[src/rtl/dequ_pkg.sv]
// Shared types and constants for the double-ended queue unit.
package dequ_pkg;

	localparam int DATA_W = 32;
	localparam int CMD_W = 3;
	localparam int STATUS_W = 2;

	localparam logic signed [DATA_W-1:0] EMPTY_VALUE = 32'hFFFF_FFFF;

	typedef enum logic [CMD_W-1:0] {
		CMD_PUSH_BACK  = 3'd0,
		CMD_PUSH_FRONT = 3'd1,
		CMD_POP_FRONT  = 3'd2,
		CMD_POP_BACK   = 3'd3,
		CMD_QUERY      = 3'd4
	} command_t;

	typedef enum logic [STATUS_W-1:0] {
		STATUS_OK    = 2'd0,
		STATUS_EMPTY = 2'd1,
		STATUS_FULL  = 2'd2
	} status_t;

	typedef enum logic {
		ST_IDLE = 1'b0,
		ST_READ = 1'b1
	} state_t;

	typedef struct packed {
		status_t                  status;
		logic signed [DATA_W-1:0] front;
		logic signed [DATA_W-1:0] back;
	} result_t;

endpackage

[src/rtl/dequ_mem.sv]
// Entry storage: one write port, one read port, registered read data.
module dequ_mem #(
	parameter int DEPTH = 64,
	parameter int AW = 6
) (
	input  logic                        clk,
	input  logic                        wr_en,
	input  logic [AW-1:0]               wr_addr,
	input  logic [dequ_pkg::DATA_W-1:0] wr_data,
	input  logic                        rd_en,
	input  logic [AW-1:0]               rd_addr,
	output logic [dequ_pkg::DATA_W-1:0] rd_data
);
	import dequ_pkg::*;

	logic [DATA_W-1:0] mem [DEPTH];
	logic [DATA_W-1:0] rd_data_q;

	always_ff @(posedge clk) begin
		if (wr_en) begin
			mem[wr_addr] <= wr_data;
		end
		if (rd_en) begin
			rd_data_q <= mem[rd_addr];
		end
	end

	assign rd_data = rd_data_q;

endmodule

[src/rtl/dequ_ctrl.sv]
// Index, count and end-value tracking; issues entry writes and refill reads.
module dequ_ctrl #(
	parameter int DEPTH = 64,
	parameter int AW = 6,
	parameter int CW = 7
) (
	input  logic                               clk,
	input  logic                               arst_n,
	input  logic                               cmd_valid,
	output logic                               cmd_ready,
	input  logic [dequ_pkg::CMD_W-1:0]         command,
	input  logic signed [dequ_pkg::DATA_W-1:0] value,
	input  logic                               out_free,
	output logic                               res_load,
	output dequ_pkg::result_t                  res,
	output logic [CW-1:0]                      res_count,
	output logic                               wr_en,
	output logic [AW-1:0]                      wr_addr,
	output logic [dequ_pkg::DATA_W-1:0]        wr_data,
	output logic                               rd_en,
	output logic [AW-1:0]                      rd_addr,
	input  logic [dequ_pkg::DATA_W-1:0]        rd_data
);
	import dequ_pkg::*;

	localparam logic [AW-1:0] LAST_SLOT = AW'(DEPTH - 1);
	localparam logic [CW-1:0] FULL_COUNT = CW'(DEPTH);

	state_t state_q, state_d;

	logic [AW-1:0] front_idx_q, front_idx_d;
	logic [AW-1:0] back_idx_q, back_idx_d;
	logic [CW-1:0] count_q, count_d;
	logic signed [DATA_W-1:0] front_val_q, front_val_d;
	logic signed [DATA_W-1:0] back_val_q, back_val_d;
	status_t status_q, status_d;
	logic refill_front_q, refill_front_d;
	logic need_read;
	logic accept;
	logic full;
	logic empty;
	logic [AW-1:0] front_next;
	logic [AW-1:0] front_prev;
	logic [AW-1:0] back_prev;
	logic [AW-1:0] back_prev2;

	assign full = (count_q == FULL_COUNT);
	assign empty = (count_q == '0);
	assign front_next = (front_idx_q == LAST_SLOT) ? '0 : front_idx_q + AW'(1);
	assign front_prev = (front_idx_q == '0) ? LAST_SLOT : front_idx_q - AW'(1);
	assign back_prev = (back_idx_q == '0) ? LAST_SLOT : back_idx_q - AW'(1);
	assign back_prev2 = (back_prev == '0) ? LAST_SLOT : back_prev - AW'(1);
	assign accept = cmd_valid && cmd_ready;

	// next state
	always_comb begin
		state_d = state_q;
		unique case (state_q)
			ST_IDLE: begin
				if (accept && need_read) begin
					state_d = ST_READ;
				end
			end
			ST_READ: begin
				state_d = ST_IDLE;
			end
			default: begin
				state_d = ST_IDLE;
			end
		endcase
	end

	// outputs
	always_comb begin
		cmd_ready = 1'b0;
		res_load = 1'b0;
		unique case (state_q)
			ST_IDLE: begin
				cmd_ready = out_free;
				res_load = accept && !need_read;
			end
			ST_READ: begin
				res_load = 1'b1;
			end
			default: begin
				cmd_ready = 1'b0;
			end
		endcase
	end

	// command decode
	always_comb begin
		front_idx_d = front_idx_q;
		back_idx_d = back_idx_q;
		count_d = count_q;
		front_val_d = front_val_q;
		back_val_d = back_val_q;
		status_d = STATUS_OK;
		refill_front_d = refill_front_q;
		need_read = 1'b0;
		wr_en = 1'b0;
		wr_addr = back_idx_q;
		wr_data = value;
		rd_addr = front_next;
		unique case (command)
			CMD_PUSH_BACK: begin
				if (full) begin
					status_d = STATUS_FULL;
				end else begin
					wr_en = accept;
					wr_addr = back_idx_q;
					back_idx_d = (back_idx_q == LAST_SLOT) ? '0 : back_idx_q + AW'(1);
					count_d = count_q + CW'(1);
					back_val_d = value;
					if (empty) begin
						front_val_d = value;
					end
				end
			end
			CMD_PUSH_FRONT: begin
				if (full) begin
					status_d = STATUS_FULL;
				end else begin
					wr_en = accept;
					wr_addr = front_prev;
					front_idx_d = front_prev;
					count_d = count_q + CW'(1);
					front_val_d = value;
					if (empty) begin
						back_val_d = value;
					end
				end
			end
			CMD_POP_FRONT: begin
				if (empty) begin
					status_d = STATUS_EMPTY;
				end else begin
					front_idx_d = front_next;
					count_d = count_q - CW'(1);
					if (count_q == CW'(1)) begin
						front_val_d = EMPTY_VALUE;
						back_val_d = EMPTY_VALUE;
					end else begin
						need_read = 1'b1;
						rd_addr = front_next;
						refill_front_d = 1'b1;
					end
				end
			end
			CMD_POP_BACK: begin
				if (empty) begin
					status_d = STATUS_EMPTY;
				end else begin
					back_idx_d = back_prev;
					count_d = count_q - CW'(1);
					if (count_q == CW'(1)) begin
						front_val_d = EMPTY_VALUE;
						back_val_d = EMPTY_VALUE;
					end else begin
						need_read = 1'b1;
						rd_addr = back_prev2;
						refill_front_d = 1'b0;
					end
				end
			end
			default: begin
				status_d = STATUS_OK;
			end
		endcase
	end

	assign rd_en = accept && need_read;

	// result to output register
	always_comb begin
		if (state_q == ST_READ) begin
			res.status = status_q;
			res.front = refill_front_q ? $signed(rd_data) : front_val_q;
			res.back = refill_front_q ? back_val_q : $signed(rd_data);
			res_count = count_q;
		end else begin
			res.status = status_d;
			res.front = front_val_d;
			res.back = back_val_d;
			res_count = count_d;
		end
	end

	always_ff @(posedge clk or negedge arst_n) begin
		if (!arst_n) begin
			state_q <= ST_IDLE;
			front_idx_q <= '0;
			back_idx_q <= '0;
			count_q <= '0;
			front_val_q <= EMPTY_VALUE;
			back_val_q <= EMPTY_VALUE;
			status_q <= STATUS_OK;
			refill_front_q <= 1'b0;
		end else begin
			state_q <= state_d;
			if (accept) begin
				front_idx_q <= front_idx_d;
				back_idx_q <= back_idx_d;
				count_q <= count_d;
				front_val_q <= front_val_d;
				back_val_q <= back_val_d;
				status_q <= status_d;
				refill_front_q <= refill_front_d;
			end else if (state_q == ST_READ) begin
				if (refill_front_q) begin
					front_val_q <= $signed(rd_data);
				end else begin
					back_val_q <= $signed(rd_data);
				end
			end
		end
	end

endmodule

[src/rtl/double_ended_queue_unit.sv]
// Top level of the double-ended queue unit: control, entry storage, response register.
//
//   channel  | handshake              | payload
//   command  | cmd_valid / cmd_ready  | command, value
//   response | rsp_valid / rsp_ready  | status, front_value, back_value, entry_count
//
// Pushes, queries, rejected commands and pops that empty the queue load the response
// register on accept; other pops first fetch the new end value from the storage read port.
// Reset clears indices and count; storage holds garbage until written.
// A response waiting in the output register does not block the next command transfer,
// as long as it is taken in the same cycle.
module double_ended_queue_unit #(
	parameter int DEPTH = 64
) (
	input  logic                                   clk,
	input  logic                                   arst_n,
	input  logic                                   cmd_valid,
	output logic                                   cmd_ready,
	input  logic [dequ_pkg::CMD_W-1:0]             command,
	input  logic signed [dequ_pkg::DATA_W-1:0]     value,
	output logic                                   rsp_valid,
	input  logic                                   rsp_ready,
	output logic [dequ_pkg::STATUS_W-1:0]          status,
	output logic signed [dequ_pkg::DATA_W-1:0]     front_value,
	output logic signed [dequ_pkg::DATA_W-1:0]     back_value,
	output logic [$clog2(DEPTH+1)-1:0]             entry_count
);
	import dequ_pkg::*;

	localparam int AW = $clog2(DEPTH);
	localparam int CW = $clog2(DEPTH + 1);

	logic out_free;
	logic res_load;
	result_t res;
	logic [CW-1:0] res_count;
	logic wr_en;
	logic [AW-1:0] wr_addr;
	logic [DATA_W-1:0] wr_data;
	logic rd_en;
	logic [AW-1:0] rd_addr;
	logic [DATA_W-1:0] rd_data;

	logic rsp_valid_q;
	result_t rsp_q;
	logic [CW-1:0] rsp_count_q;

	assign out_free = !rsp_valid_q || rsp_ready;

	dequ_ctrl #(
		.DEPTH(DEPTH),
		.AW(AW),
		.CW(CW)
	) u_ctrl (
		.clk(clk),
		.arst_n(arst_n),
		.cmd_valid(cmd_valid),
		.cmd_ready(cmd_ready),
		.command(command),
		.value(value),
		.out_free(out_free),
		.res_load(res_load),
		.res(res),
		.res_count(res_count),
		.wr_en(wr_en),
		.wr_addr(wr_addr),
		.wr_data(wr_data),
		.rd_en(rd_en),
		.rd_addr(rd_addr),
		.rd_data(rd_data)
	);

	dequ_mem #(
		.DEPTH(DEPTH),
		.AW(AW)
	) u_mem (
		.clk(clk),
		.wr_en(wr_en),
		.wr_addr(wr_addr),
		.wr_data(wr_data),
		.rd_en(rd_en),
		.rd_addr(rd_addr),
		.rd_data(rd_data)
	);

	always_ff @(posedge clk or negedge arst_n) begin
		if (!arst_n) begin
			rsp_valid_q <= 1'b0;
		end else if (res_load) begin
			rsp_valid_q <= 1'b1;
		end else if (rsp_ready) begin
			rsp_valid_q <= 1'b0;
		end
	end

	always_ff @(posedge clk) begin
		if (res_load) begin
			rsp_q <= res;
			rsp_count_q <= res_count;
		end
	end

	assign rsp_valid = rsp_valid_q;
	assign status = rsp_q.status;
	assign front_value = rsp_q.front;
	assign back_value = rsp_q.back;
	assign entry_count = rsp_count_q;

endmodule
[config.mk]
export PLATFORM = sky130hd
export DESIGN_NAME = double_ended_queue_unit
export DESIGN_NICKNAME = d
export VERILOG_FILES = /design/src/rtl/dequ_pkg.sv /design/src/rtl/dequ_mem.sv /design/src/rtl/dequ_ctrl.sv /design/src/rtl/double_ended_queue_unit.sv
export SDC_FILE = /design/constraint.sdc
export NUM_CORES = 2
export LEC_CHECK = 0
export ABC_CLOCK_PERIOD_IN_PS = 5800
export BUFFER_PORTS_ARGS = -buffer_cell sky130_fd_sc_hd__buf_2
export CAP_MARGIN = 20
export CELL_PAD_IN_SITES_DETAIL_PLACEMENT = 0
export CELL_PAD_IN_SITES_GLOBAL_PLACEMENT = 1
export CORE_MARGIN = 2
export CORE_UTILIZATION = 55
export CTS_BUF_LIST = sky130_fd_sc_hd__clkbuf_2 sky130_fd_sc_hd__clkbuf_4 sky130_fd_sc_hd__clkbuf_8
export CTS_CLUSTER_DIAMETER = 150
export CTS_CLUSTER_SIZE = 28
export DETAILED_ROUTE_END_ITERATION = 10
export PLACE_DENSITY_LB_ADDON = 0.1
export SLEW_MARGIN = 20
export SYNTH_ARGS = -nofsm -noshare
export SYNTH_HDL_FRONTEND = slang
export SYNTH_SLANG_ARGS = --single-unit
[constraint.sdc]
create_clock -name clk -period 5.8 [get_ports clk]
set_input_delay 0.58 -clock clk [delete_from_list [all_inputs] [get_ports clk]]
set_output_delay 0.58 -clock clk [all_outputs]
set_load 0.05 [all_outputs]
==> metrics.csv <==
stage,metric,value,unit
die,core area,162800,sq um
placement,post-DP HPWL,168.9,mm
critical_path,Setup crit start,u_ctrl.count_q[0]$_DFFE_PN0P_,
logic_synthesis,Mapped Area,90170,sq um
logic_synthesis,Synth Instances,6364,
detailed_routing,Post-DRT Antenna Nets,0,
logic_synthesis,Post-synth EDFFs,2153,
cells_and_area,Finished Core Util,0.5963,
cells_and_area,most frequent cells in the layout,"edfxtp_1, nand2_1, a21oi_1",
grt,Tot GR Track Use,0.3266,
critical_path,reg2reg start,u_ctrl.count_q[0]$_DFFE_PN0P_,
critical_path,worst setup path end,u_mem.rd_data[21]$_DFFE_PP_,
logic_synthesis,"Avg Cell Area, Syn",14.17,sq um
placement,number of port buffers,113,
cells_and_area,share of layout cells above drive strength 1,0.1338,
detailed_routing,wire per inst,31.99,um
detailed_routing,DRC viols,0,
detailed_routing,final WL,277.3,mm
logic_synthesis,Post-synth ARST share,0.03927,
clocking,CTS buffer count,90,
sta,# setup viols final,0,
die,initial core utilization,0.5540,
critical_path,reg2reg end,u_mem.rd_data[21]$_DFFE_PP_,
critical_path,Worst R2R Path Depth,13,
sta,period utilisation layout,0.9358,
sta,worst hold margin,0.1090,ns
clocking,"Clk pin slew, worst setup/hold paths",0.18,ns
clocking,htree depth,3,
critical_path,critical path type,flip-flop to flip-flop,
detailed_routing,Vias/cell,6.659,
logic_synthesis,synthesized flop and latch total,2241,
pwr,Static Leak,31.51,nW
cells_and_area,"most common cell after layout, fill and taps aside",edfxtp_1,
clocking,root buf cell,clkbuf_8,
pwr,"Power, Total",53.26,mW
placement,Placer Congestion,0.8953,
sta,Slew Limit Fails,0,
die,Die Span X,408.9,um
pwr,Peak supply drop,711.4,uV
grt,grt total ovfl,0,
cells_and_area,final std cells w/o fill,8669,
outcome,status,"finished, final reports clean",
sta,setup TNS,0,ns
sta,skew final,0.06116,ns
critical_path,crit path capture type,flip-flop,
logic_synthesis,Ys Warns,0,
clocking,number of buffers added for setup after CTS,0,
sta,Final Critical Period,5.427,ns
sta,RSZ-0062 raised after global routing,no,
cells_and_area,Area Growth Syn to Fin,7.638,%
cells_and_area,Layout Nets,6516,
pwr,pwr/cell area,548.7,nW/um^2
critical_path,r2r setup slk,0.37,ns
critical_path,worst-path fanout max,116,
sta,worst slew pin tran,1.153,ns
critical_path,Startpoint Class,flip-flop,
clocking,CTS tree,done,
placement,placed insts,8547,
die,DIE AREA,167200,sq um
grt,largest net degree at the start of global routing,117,
detailed_routing,DR vias,57723,
grt,vias in the first global route,53776,
clocking,Max clock buf depth,3,
die,row count,148,
die,I/O pin count,114,
run,Max-Cap Viols,0,
clocking,"Clk Latency, worst-skew pair",0.93,ns
detailed_routing,Iteration-0 DRC Markers,8916,
sta,endpoints failing hold,0,
grt,initial antenna violation count,15,
critical_path,Worst Path Required,6.53,ns
sta,max_slew headroom,0.2210,
worst_hold_path,worst hold path type,input port to flip-flop,
die,Die H,408.9,um
logic_synthesis,"Distinct cells, synth",82,
worst_hold_path,cell depth of the worst min-delay path,4,
clocking,Num Clock Sinks,2241,
logic_synthesis,sequential share of the synthesized area,0.7423,
critical_path,crit path DAT,6.16,ns
logic_synthesis,syn nets,6413,
logic_synthesis,"Top FF cell, synth",edfxtp_1,
sta,Highest Clock Rate,0.1842,GHz
detailed_routing,drt first pass iters,6,
grt,first-pass GRT wire length,393.7,mm
cell families after synthesis:
group / count (synthesis) / synth area share
simple gates: 1932 / 0.09328
buf+inv: 491 / 0.02326
xor+xnor: 13 / 0.001263
flops: 2241 / 0.7423
compound gates: 1407 / 0.1077
mux: 270 / 0.03079
fa+ha+maj: 10 / 0.001388
final cells by class:
class | count | area, sq um
Multi-Input combinational cell | 3632 | 21950
Clock inverter | 7 | 71.32
Antenna cell | 5 | 12.51
Timing Repair Buffer | 484 | 3911
Inverter | 18 | 67.56
Fill cell | 12485 | 65720
Tap cell | 2175 | 2721
Clock buffer | 107 | 1379
Sequential cell | 2241 | 66940
stage by stage:
| stage | instance area, sq um | setup slack [ns] |
|---|---|---|
| 6_report | 97050 | 0.3725 |
| 5_1_grt | 97050 | 0.1145 |
| 4_1_cts | 97030 | 0.3282 |
| 3_5_place_dp | 95550 | 0.3742 |
| 3_3_place_gp | 95440 | -0.4252 |
| 2_1_floorplan | 90170 | 0.9987 |
report_power, final:
group / internal, mW / switching [mW] / total (mW)
Combinational: 8.69 / 19.2 / 27.8
Clock: 1.58 / 4.57 / 6.14
Sequential: 18.7 / 0.548 / 19.3
per-layer routing:
| metal | up-vias | share of wire | global-route usage |
|---|---|---|---|
| li1 | 24727 | - | - |
| met2 | 3128 | 0.45 | 0.4940 |
| met5 | - | 0.000079 | 0 |
| met3 | 385 | 0.10 | 0.05380 |
| met1 | 29479 | 0.41 | 0.4850 |
| met4 | 4 | 0.039 | 0.1106 |
flip-flops by register name, indices dropped and copies added (netlist names), 2 cells and up:
register and count:
u_ctrl.back_idx_q 6, u_ctrl.count_q 7, u_mem.rd_data 32, front_value 32, u_ctrl.status_q 2, u_mem.mem 2048
u_ctrl.front_idx_q 6, back_value 32, u_ctrl.back_val_q 32, status 2, u_ctrl.front_val_q 32, entry_count 7
worst min path at each step:
stage,startpoint,end,slack (ns)
detailed placement,u_ctrl.status_q[0]$_DFFE_PN0P_,u_ctrl.status_q[0]$_DFFE_PN0P_,0.47
CTS,rsp_ready,rsp_valid$_DFFE_PN0P_,0.03
global placement,u_ctrl.status_q[0]$_DFFE_PN0P_,u_ctrl.status_q[0]$_DFFE_PN0P_,0.46
global route,rsp_ready,rsp_valid$_DFFE_PN0P_,0.07
finish,rsp_ready,rsp_valid$_DFFE_PN0P_,0.11
floorplan,arst_n,rsp_valid$_DFFE_PN0P_,0.28
repair_timing:
item,CTS,global route
hold buffers,3,0
hold endpoints to repair,43,0
resized for setup,0,0
cell usage after synthesis, types with 75 or more instances:
master / count / area (sq um)
edfxtp_1: 2153 / 64650
nand2_1: 1070 / 4016
a21oi_1: 418 / 2092
nand3_1: 400 / 2002
clkbuf_1: 283 / 1062
a221oi_1: 253 / 2216
nor2_1: 237 / 889.6
mux2i_1: 211 / 2112
a31oi_1: 157 / 982.2
o21ai_0: 136 / 680.7
buf_2: 127 / 635.6
a211oi_1: 100 / 750.7
nor3_1: 75 / 375.4
critical path, stage by stage, from the launching register on:
cell and delay, ns:
dfrtp_1 0.45, inv_1 0.16, ha_1 0.40, nor2_1 0.15, o31ai_4 0.82, mux2_8 0.51
buf_12 0.42, a21oi_1 0.08, a221oi_1 0.46, nor4_2 0.10, buf_4 0.18, a2111oi_1 0.82
buf_4 0.27, nor3b_1 0.22
No activity file was read; power rests on OpenSTA's default activity.
